File: src/rtl/core/legendre_lens_distortion_map_unit_macros.svh
// Assertion helpers; clock i_clk, synchronous active-low reset i_rst_n.
`ifndef LEGENDRE_LENS_DISTORTION_MAP_UNIT_MACROS_SVH
`define LEGENDRE_LENS_DISTORTION_MAP_UNIT_MACROS_SVH

// Same-cycle implication.
`define LLDM_ASSERT_IMP(lbl, ante, cons, msg) \
    lbl: assert property (@(posedge i_clk) disable iff (!i_rst_n) (ante) |-> (cons)) \
        else $error(msg);

// Next-cycle implication.
`define LLDM_ASSERT_NXT(lbl, ante, cons, msg) \
    lbl: assert property (@(posedge i_clk) disable iff (!i_rst_n) (ante) |=> (cons)) \
        else $error(msg);

`endif

File: src/rtl/core/lldm_mul.sv
`default_nettype none

module lldm_mul #(
    parameter int W = 35
) (
    input  wire logic                  i_clk,
    input  wire logic signed [W-1:0]   i_a,
    input  wire logic signed [W-1:0]   i_b,
    output logic signed [2*W-1:0]      o_p
);

    logic signed [2*W-1:0] r_p;

    always_ff @(posedge i_clk) begin
        r_p <= i_a * i_b;
    end

    assign o_p = r_p;

endmodule

`default_nettype wire

File: config.mk
export PLATFORM = sky130hd
export DESIGN_NAME = lldm_mul
export DESIGN_NICKNAME = d
export VERILOG_FILES = /design/src/rtl/core/legendre_lens_distortion_map_unit_macros.svh /design/src/rtl/core/lldm_mul.sv
export SDC_FILE = /design/constraint.sdc
export NUM_CORES = 2
export LEC_CHECK = 0
export BUFFER_PORTS_ARGS = -buffer_cell sky130_fd_sc_hd__buf_4
export CORE_ASPECT_RATIO = 0.6
export CORE_MARGIN = 2
export CORE_UTILIZATION = 60
export DETAILED_ROUTE_END_ITERATION = 10
export PLACE_DENSITY = 0.77
export SLEW_MARGIN = 20
export SYNTH_ARGS = -nofsm -noshare
export SYNTH_HDL_FRONTEND = slang
export SYNTH_SLANG_ARGS = --single-unit
File: constraint.sdc
create_clock -name i_clk -period 11.3 [get_ports i_clk]
set_input_delay 2.26 -clock i_clk [delete_from_list [all_inputs] [get_ports i_clk]]
set_output_delay 2.26 -clock i_clk [all_outputs]
set_load 0.02 [all_outputs]
==> flow_summary.yaml <==
worst_setup_path:
  end_kind: "flip-flop"
  worstPathArrival_ps: 10550
  crit_type: "primary input to flip-flop"
  slowest_stage: "fa_1"
  cp-start-kind: "primary input"
  critical_path_buf_inv_count: 8
  cp_data_required_time_ps: 11540
  crit_top_cell: "fa_1"
  cpPeakStageDelay_ps: 590
  cp_max_fo: 35
  critPathTopFamily: "adder cells"
yosys:
  syn_area_per_cell_um2: 9.60
  yosysUniqueCellTypes: 71
  synthFlopType: "dfxtp_1"
  syn-cell-area_mm2: 0.0448
  async_flop_share_pct: 0
  synth_enable_flop_cells: 0
  synth_top_area_share_pct: 58.5
  ys_ff_latch: 70
  ys_seq_area_share_pct: 3.13
  synth_top_cell_by_area: "fa_1"
  yosys-top-cells-area: "fa_1 59%, inv_1 9.7%, and2_1 9.3%"
  mappedNetlistNets: 6260
  yosys_warnings: 0
  netlist_instances: 4671
clock_tree:
  cts_tree: "yes"
  clock-sinks: 70
  cts_hold_buf: 0
  clk_pin_slew_ps: 80
  htreeDepth: 3
  cts_setup_buffers: 0
  numCtsBuffers: 9
  cts_root_buffer: "clkbuf_16"
  clockBufferDepth: 2
  cts_resized: 0
job:
  max-cap-violations: 0
sta:
  worst-slew-pin-transition_ps: 937
  setup_violations: 0
  fin_crit_sh_pct: 91.2
  rsz0062_at_grt: "no"
  setup-tns-final_ps: 0
  fmaxAchievable_mhz: 97.0
  hold_viol_final: 0
  setup_ws_ps: 991
  relSlewSlack_pct: 37.4
  min_period_ps: 10310
  report.final.slew_viol_count: 0
finish:
  fin_cells: 5571
  final_common_cell: "fa_1"
  drive_above_1_share_pct: 4.08
  layout.nets: 6166
  layout_common_cells: "1,310 x fa_1, 1,158 x inv_1, 667 x and2_1, 569 x nand2_1, 207 x ha_1"
  fill_cells: 6052
  syn_to_final_growth_pct: 3.61
  largest_reg_flops: 70
floorplan:
  rows: 77
  die_area_mm2: 0.0770
  floorplan.core_area_mm2: 0.0738
  dieHeight_um: 216
  ios: 141
  die-width_um: 357
  start_util_pct: 60.8
grt:
  grt-ovfl-total: 0
  grt_max_degree: 36
  antenna_found_initial: 5
  grt_pass1_wl_mm: 204
  grt_pass1_vias: 33500
  grt_util_all_layers_pct: 35.6
worst_hold_path:
  min_to: "o_p[0]"
  hp-class: "primary input to flip-flop"
  worst_hold_startpoint: "i_b[0]"
  whs_path_depth: 2
placed_design:
  port_buffers: 140
  gp_congestion: 0.971
  place_ws_ps: 780
  dp.cells: 5553
  dp_hpwl_mm: 104
status:
  status: "complete, no violations"
route:
  drc: 0
  drt_wl_total_mm: 127
  dr_total_vias: 31100
  final_antenna_net_count: 0
  wire_per_inst_um: 22.8
  firstDrtPassIters: 6
  vias_per_cell: 5.57
  drt_iter0_drc: 3103
-- cells in the mapped netlist, types with 3 or more instances --
cell         n
o21ai_2      3
fa_1      1311
a211o_1      3
buf_6        8
dfxtp_1     70
and4_1       3
buf_4        8
nand2_1    569
xor2_1      25
ha_1       207
nor2b_1      5
inv_1     1158
o21a_1       9
clkbuf_1   230
nand2b_1    15
a211oi_1     3
buf_1        3
xnor2_1     54
and3_1      11
nand3_1      7
nor2_1      52
and2_1     667
a21o_1      38
nand4_1     16
a31oi_1      8
o211ai_1     5
o21ai_0     32
o21bai_1    12
a21oi_1     75
o21ai_1     13
-- final cells by class --
class,count,area (um^2),share of cell area [%]
multi-input cells,3191,38000,81.9
inverters,1159,4350,9.36
flip-flops and latches,70,1400,3.02
well taps,987,1230,2.66
repair buffers,146,1100,2.36
clock buffers,9,225,0.485
clock inverters,7,103,0.221
diodes,2,5.00,0.0108
-- metrics by stage --
step,util [%],hold WS [ps],instance area [um^2]
4_1_cts,62.9,2360,46500
5_1_grt,62.9,2380,46500
3_3_place_gp,62.5,2670,46100
6_report,63.0,2380,46500
3_5_place_dp,62.5,2670,46100
2_1_floorplan,-,2390,44800
-- metal layers --
layer / global-route usage (%) / share of wire (%)
met5: 0 / 0.0086
met2: 41.8 / 36
met4: 4.22 / 1.1
met3: 22.7 / 20
met1: 55.3 / 43
-- worst max path at each step --
stage | start | endpoint | slack (ps) | cells after the start
floorplan | i_a[34] | o_p[68] | 1050 | 28
global placement | i_b[9] | o_p[68] | 900 | 28
detailed placement | i_a[34] | o_p[68] | 780 | 26
CTS | i_a[34] | o_p[68] | 1140 | 26
global route | i_a[34] | o_p[68] | 630 | 28
finish | i_b[9] | o_p[68] | 990 | 28
-- logic make-up (layout without fill, tap and decap cells) --
logic type / after synthesis / in the layout / synth area share [%]
adders and majority gates: 1518 / 1518 / 64.3
buffers and inverters: 1410 / 1321 / 12.0
and+or+nand+nor: 1365 / 1365 / 15.6
AOI/OAI and AO/OA: 229 / 229 / 3.35
xor gates and xnor gates: 79 / 79 / 1.54
DFF: 70 / 70 / 3.13
other: 0 / 2 / 0
Power is not shown: default switching activity piles up to over one toggle a cycle in this logic, so the estimate is an artifact.
