--- src/rtl/core/legendre_lens_distortion_map_unit_macros.svh ---
// Assertion helpers; clock i_clk, synchronous active-low reset i_rst_n.
`ifndef LEGENDRE_LENS_DISTORTION_MAP_UNIT_MACROS_SVH
`define LEGENDRE_LENS_DISTORTION_MAP_UNIT_MACROS_SVH

// Same-cycle implication.
`define LLDM_ASSERT_IMP(lbl, ante, cons, msg) \
    lbl: assert property (@(posedge i_clk) disable iff (!i_rst_n) (ante) |-> (cons)) \
        else $error(msg);

// Next-cycle implication.
`define LLDM_ASSERT_NXT(lbl, ante, cons, msg) \
    lbl: assert property (@(posedge i_clk) disable iff (!i_rst_n) (ante) |=> (cons)) \
        else $error(msg);

`endif

--- src/rtl/core/lldm_ram.sv ---
`default_nettype none

module lldm_ram #(
    parameter int WIDTH = 32,
    parameter int DEPTH = 40
) (
    input  wire logic                     i_clk,
    input  wire logic                     i_we,
    input  wire logic [$clog2(DEPTH)-1:0] i_waddr,
    input  wire logic [WIDTH-1:0]         i_wdata,
    input  wire logic [$clog2(DEPTH)-1:0] i_raddr,
    output logic      [WIDTH-1:0]         o_rdata
);

    logic [WIDTH-1:0] r_mem [DEPTH];
    logic [WIDTH-1:0] r_rdata;

    always_ff @(posedge i_clk) begin
        if (i_we) begin
            r_mem[i_waddr] <= i_wdata;
        end
        r_rdata <= r_mem[i_raddr];
    end

    assign o_rdata = r_rdata;

endmodule

`default_nettype wire

--- config.mk ---
export PLATFORM = sky130hd
export DESIGN_NAME = lldm_ram
export DESIGN_NICKNAME = d
export VERILOG_FILES = /design/src/rtl/core/legendre_lens_distortion_map_unit_macros.svh /design/src/rtl/core/lldm_ram.sv
export SDC_FILE = /design/constraint.sdc
export NUM_CORES = 1
export LEC_CHECK = 0
export ABC_AREA = 1
export BUFFER_PORTS_ARGS = -buffer_cell sky130_fd_sc_hd__buf_4
export CORE_ASPECT_RATIO = 0.5
export CORE_MARGIN = 1
export CORE_UTILIZATION = 30
export CTS_CLUSTER_DIAMETER = 150
export DETAILED_ROUTE_END_ITERATION = 10
export SETUP_SLACK_MARGIN = 0.3
export SYNTH_ARGS = -nofsm -noshare
export SYNTH_HDL_FRONTEND = slang
export SYNTH_SLANG_ARGS = --single-unit
--- constraint.sdc ---
create_clock -name i_clk -period 4.8 [get_ports i_clk]
set_input_delay 0.96 -clock i_clk [delete_from_list [all_inputs] [get_ports i_clk]]
set_output_delay 0.96 -clock i_clk [all_outputs]
set_load 0.1 [all_outputs]
==> results of run 1 <==
[Yosys cell counts, drive strengths merged]
cell    count
nand3     868
clkbuf     77
edfxtp   1280
nor3        4
buf       201
o22ai      32
nor2      160
o221ai     32
o21ai     128
nand4       7
dfxtp      32
nand2    1314
inv        15
nor4        6
o211ai     32
[metal layers]
layer,track usage,vias to the layer above,wire [µm]
li1,-,15049,-
met1,0.218,16783,60900
met2,0.275,1506,69500
met3,0.0281,287,11400
met4,0.0637,4,5210
met5,0,-,21
[path summary, 6_finish.rpt]
check	from	depth (start not counted)	to	slack, ns
max	i_raddr[0]	11	o_rdata[26]	1.99
min	i_wdata[16]	1	r_mem[28][16]	0.65
max reg2reg	r_mem[26][6]	8	o_rdata[6]	3.27
min reg2reg	r_mem[32][29]	4	o_rdata[29]	0.67
[cell families (layout without fill, tap and decap cells)]
| kind of cell | Yosys count | after routing |
|---|---|---|
| flip-flops | 1312 | 1312 |
| AND/OR/NAND/NOR | 2359 | 2359 |
| other | 0 | 1 |
| AO/OA/AOI/OAI | 224 | 224 |
| buffers and inverters | 293 | 416 |
[cell type report]
cell class	instances	area, µm²	area share
inverter	15	85.1	0.00143
tap	2289	2860	0.0482
sequential	1312	39100	0.658
clock inverter	48	350	0.00590
clock buffer	181	3630	0.0612
multi-input combinational	2583	11600	0.196
timing repair buffer	172	1740	0.0292
antenna	1	2.50	0.0000421
[worst reg2reg max path, delay by kind of cell (launching register included)]
family        cells  cell delay, ns
simple gates      8            0.96
flops             1            0.38
[through the flow]
step           cells  cell area (µm²)  hold WS [ns]  utilization
3_3_place_gp    6371            55400         0.665        0.324
2_1_floorplan   4188            51900         0.614            -
5_1_grt         6600            59400         0.646        0.347
6_report        6601            59400         0.653        0.347
3_5_place_dp    6371            55400         0.664        0.324
4_1_cts         6600            59400         0.606        0.347
[flip-flops by register name, summed over array words and instances, names as in the netlist]
register,flops
o_rdata,32
r_mem,1280
[where the power goes]
group | switching (µW) | internal (µW) | leakage, µW
Combinational | 1270 | 375 | 0.00657
Sequential | 56.2 | 12700 | 0.0118
Clock | 4230 | 5500 | 0.00193
Total | 5560 | 18500 | 0.0203
==> summary.txt, run 1 <==
Commonest non-fill, non-tap cell in the layout: nand2_1
Critical path launch point type: input pin
RSZ-0062 raised after global routing: false
Cell area after synthesis: 0.0519 mm²
Minimum clock period after layout: 2.81 ns
Core Footprint: 0.171 mm²
Largest family of logic cells by synthesized area: simple AND/OR/NAND/NOR gates
First-pass GRT wire length: 217 mm
CP Data Arrival Time: 3.41 ns
CP Max Fanout: 204
Synth Area per Inst: 12.4 µm²
CP top delay family: buffers and inverters
Total wire length: 147 mm
Worst-path clk slew: 0.05 ns
Post-Synth Adder-Cell Area: 0
Clk buf depth: 3
Yosys reg bits: 1,312
YS warnings: 0
Post-CTS setup buffer count: 0
Slew Viols, Final: 0
Most frequent cells in the layout: nand2_1, edfxtp_1, nand3_1, clkbuf_16, buf_4
CTS sink count: 1,312
Starting density of the core: 0.304
Total GRT Usage: 0.166
FMAX: 356 MHz
Vias in the first global route: 32,664
Dpl ws: 1.37 ns
H-Tree Depth: 4
Die width: 590 µm
Final setup fails: 0
Synth area leaders: edfxtp_1, nand2_1, nand3_1, dfxtp_1, o21ai_0
P&R area growth vs syn: 14.3%
Final hold violation count: 0
Slowest-stage cell, CP: buf_12
CTS tree: yes
Cells after synthesis: 4,188
Vias per std cell: 5.09
Clk Latency, worst-skew pair: 0.75 ns
Synth Area in Simple Gates: 0.192
Setup Crit Path Kind: input pin to register
Measured slew at the worst slew-check pin: 1.20 ns
Residual DRC: 0
Compound-Gate Fraction of Synth Area: 0.0262
Worst path cell trace: buf_8 -> inv_16 -> buf_12 -> nand2_1 -> nand3_1 -> nand3_1 -> nand2_1 -> nand2_1 -> nand3_1 -> nand3_1 -> nand2_1
Hold WC Path Type: input pin to register
IR Drop Worst-Case VDD: 0.250 mV
Rel. slew slack: 0.200
Drt initial violations: 3,996
Root buffer cell: clkbuf_16
Pre-antenna DRT Iters: 6
Initial antenna violation count: 3
Synth unique cells: 20
Post-Synth XOR/XNOR Area: 0
Final period util: 0.585
Die Area: 0.175 mm²
Post-synth top area share: 0.740
PwrDens: 406 mW/mm²
Clk_skew: 0.0179 ns
Vias: 33,629
Crit path required time: 5.41 ns
P_leak: 0.0203 µW
Critical Path Sink Type: register
Number of port buffers: 77
Slowest stage delay, CP: 0.41 ns
Status: finished, final reports clean
Mux cell area share after synthesis: 0
CTS Hold Bufs: 0
Post-Synthesis Net Count: 4,234
Boundary pin count: 78
Filler cell count: 16,530
Die height: 296 µm
DP HPWL: 79.3 mm
Maxcap violations: 0
Fin Setup TNS: 0 ns
Setup ws final: 1.99 ns
Layout cells sized above 1: 0.0893
# rows: 107
Routability Congestion: 0.828
CTS buffer count: 132
Wire per inst: 22.3 µm
Total Power: 24,100 µW
Sequential share of the synthesized area: 0.752
Largest net degree at the start of global routing: 205
CP Buf/Inv Count: 3
Final ANT Viol Nets: 0
Post-CTS Resized: 0
Total congestion overflow: 0
Nets: 4,262
Synth area leader: edfxtp_1
Power figures use the tool's default switching activity.
==> inputs of run 2 (changes only) <==
--- a/config.mk
+++ b/config.mk
@@ -5,7 +5,7 @@
 export SDC_FILE = /design/constraint.sdc
 export NUM_CORES = 1
 export LEC_CHECK = 0
-export ABC_AREA = 1
+export ABC_AREA = 0
 export BUFFER_PORTS_ARGS = -buffer_cell sky130_fd_sc_hd__buf_4
 export CORE_ASPECT_RATIO = 0.5
 export CORE_MARGIN = 1
==> constraint.sdc (replaced) <==
create_clock -name i_clk -period 2.64 [get_ports i_clk]
set_input_delay 0.528 -clock i_clk [delete_from_list [all_inputs] [get_ports i_clk]]
set_output_delay 0.528 -clock i_clk [all_outputs]
set_load 0.1 [all_outputs]
==> run 2 against run 1 <==
  * Design area is 1.2% higher
  * First-iteration DRC count is 41% lower
  * Power is 84% higher
  * Synthesized cell count is 39% lower
  * Clock skew hardly changed
  * Clock power is 89% higher
  * Sequential share of layout area is 0.80 points lower
  * Clock-buffer cell count is 4 higher
  * Die area is 2.5% lower
  * Sequential power is 82% higher
  * Non-clock buffer count is 77 higher
  * Area after synthesis is 2.6% lower
  * Critical endpoint is now o_rdata[22]
==> summary.txt, run 2 <==
PwrDens: 737 mW/mm² (+81%)
Worst path cell trace: buf_4
Cells after synthesis: 2,562 (-39%)
Placed inst area: 0.0558 mm² (+0.82%)
Number of port buffers: 77 (unchanged)
Slowest-stage cell, CP: dfxtp_1
CTS tree: yes
Filler cell count: 15,336 (-7.2%)
DP HPWL: 71.3 mm (-10%)
Max reg flops: 1,280 (unchanged)
List of most frequent post-synthesis cells: edfxtp_1, mux2i_1, a22oi_1
# rows: 106 (-0.93%)
Fin Setup TNS: 0 ns (unchanged)
Rel. slew slack: 0.483 (+0.283)
Nets: 2,838 (-33%)
Post-CTS setup buffer count: 0 (unchanged)
Total Power: 44,300 µW (+84%)
Vias in the first global route: 26,133 (-20%)
Layout cells sized above 1: 0.219 (+0.129)
Synth Area per Inst: 19.8 µm² (+59%)
Clk Latency, worst-skew pair: 0.73 ns (-0.02 ns)
RSZ-0062 raised after global routing: false
EDFF count, synth: 1,280 (unchanged)
Cell area after synthesis: 0.0506 mm² (-2.6%)
Final setup fails: 0 (unchanged)
Most frequent cells in the layout: edfxtp_1, mux2i_1, buf_4, clkbuf_16, a22oi_1
Slew Viols, Final: 0 (unchanged)
Drt initial violations: 2,343 (-41%)
Die height: 292 µm (-1.3%)
Yosys reg bits: 1,312 (unchanged)
CTS buffer count: 134 (+1.5%)
YS warnings: 0 (unchanged)
Hold WC Path Type: input pin to register
Core Footprint: 0.167 mm² (-2.2%)
Critical Path Sink Type: primary output
Biggest register: r_mem
Wire per inst: 26.1 µm (+17%)
Total GRT Usage: 0.155 (-0.0112)
Worst hold margin: 0.242 ns (-0.412 ns)
Commonest non-fill, non-tap cell in the layout: edfxtp_1
Status: finished, final reports clean
Final ANT Viol Nets: 0 (unchanged)
Hold Crit Start: i_wdata[21]
Final period util: 0.799
P&R area growth vs syn: 18.8%
Post-synth top area share: 0.759 (+0.0194)
P_leak: 0.0201 µW (-1.1%)
CP Data Arrival Time: 1.58 ns (-1.83 ns)
Synth unique cells: 33 (+65%)
Measured slew at the worst slew-check pin: 0.775 ns (-0.423 ns)
CP Max Fanout: 1 (-99.5%)
Reg2reg start: r_mem[21][12]
H-Tree Depth: 4 (unchanged)
CTS Hold Bufs: 0 (unchanged)
Post-CTS Resized: 0 (unchanged)
FMAX: 474 MHz
Root buffer cell: clkbuf_16
Slowest stage delay, CP: 0.49 ns (+0.08 ns)
Vias: 26,000 (-23%)
Starting density of the core: 0.302 (-0.00118)
Synth area leader: edfxtp_1
Clk buf depth: 3 (unchanged)
Residual DRC: 0 (unchanged)
Largest net degree at the start of global routing: 61 (-70%)
Total congestion overflow: 0 (unchanged)
Setup Crit Path Kind: register to primary output
Worst Hold Endpoint: r_mem[3][21]
First-pass GRT wire length: 190 mm (-12%)
Crit. path cell count: 1 (-10)
Worst-path clk slew: 0.06 ns (about the same)
Boundary pin count: 78 (unchanged)
Initial antenna violation count: 5 (+2)
Ys flop type: edfxtp_1
R2r endpoint: o_rdata[12]
Ys async rst share: 0 (unchanged)
Vias per std cell: 5.04 (-1.2%)
Total wire length: 135 mm (-8.4%)
Reg2reg setup slack: 1.04 ns (-2.23 ns)
Worst Hold Depth: 1 (unchanged)
Maxcap violations: 0 (unchanged)
Post-Synthesis Net Count: 2,608 (-38%)
Routability Congestion: 0.776 (-6.3%)
CTS sink count: 1,312 (unchanged)
Die Area: 0.170 mm² (-2.5%)
Minimum clock period after layout: 2.11 ns
Clk_skew: 0.0175 ns (-0.000404 ns)
CP top delay family: flip-flops
Critical path launch point type: register
Pre-antenna DRT Iters: 5 (-1)
Worst Reg-to-Reg Cells: 5 (-3)
Sequential share of the synthesized area: 0.772 (+0.0197)
IR Drop Worst-Case VDD: 0.725 mV (+190%)
CP Buf/Inv Count: 1 (-2)
Final hold violation count: 0 (unchanged)
Die width: 583 µm (-1.3%)
Count leader, synth: edfxtp_1
Synth area leaders: edfxtp_1, mux2i_1, mux4_2, a22oi_1, dfxtp_1
Crit path required time: 2.11 ns (-3.30 ns)
Design Area, Final: 0.0601 mm² (+1.2%)
-- run 2: cell types whose count changed in the layout (fill, tap and decap cells not counted), sizes merged, moves of 77 or more --
cell	change
mux2i	+512
a22oi	+128
buf	+77
nand3	-864
nor2	-119
o21ai	-128
nand2	-1275
-- run 2: per-layer routing --
| metal | track usage | up-vias | share of wire |
|---|---|---|---|
| met2 | 0.263 | 751 | 0.49 |
| met5 | 0 | - | 0.00025 |
| li1 | - | 11051 | - |
| met1 | 0.209 | 14019 | 0.44 |
| met3 | 0.0195 | 175 | 0.050 |
| met4 | 0.0420 | 4 | 0.020 |
-- run 2: cell type report --
class / count / area (µm²) / area share
Antenna cell: 2 / 5.00 / 0.0000833
Clock buffer: 185 / 3750 / 0.0624
Clock inverter: 52 / 505 / 0.00841
Multi-Input combinational cell: 1095 / 11000 / 0.183
Sequential cell: 1312 / 39100 / 0.650
Tap cell: 2268 / 2840 / 0.0472
Timing Repair Buffer: 249 / 2930 / 0.0487
-- run 2: logic make-up after synthesis --
logic type	share of synthesized area
AND/OR/NAND/NOR	0.00878
multiplexers	0.137
flip-flops	0.772
AO/OA/AOI/OAI	0.0650
buffers and inverters	0.0173
-- run 2: how the worst max path moves through the flow --
| stage | start | end | slack, ns |
|---|---|---|---|
| floorplan | i_waddr[2] | r_mem[37][0] | -0.21 |
| global placement | i_raddr[0] | o_rdata[8] | 0.1 |
| detailed placement | i_raddr[0] | o_rdata[23] | 0.09 |
| CTS | o_rdata[22] | o_rdata[22] | 0.49 |
| global route | o_rdata[22] | o_rdata[22] | 0.53 |
| finish | o_rdata[22] | o_rdata[22] | 0.53 |
-- run 2: where the power goes --
part / total [µW] / switching (µW) / internal, µW
clock network: 18400 / 7670 / 10700
logic: 2760 / 1820 / 939
registers: 23100 / 95.1 / 23000
-- run 2: metrics by stage --
stage	setup slack [ns]	utilization	instances
global placement	0.0976	0.334	4924
CTS	0.488	0.359	5161
global route	0.533	0.359	5163
floorplan	-0.213	-	2562
finish	0.531	0.359	5163
detailed placement	0.0935	0.334	4924
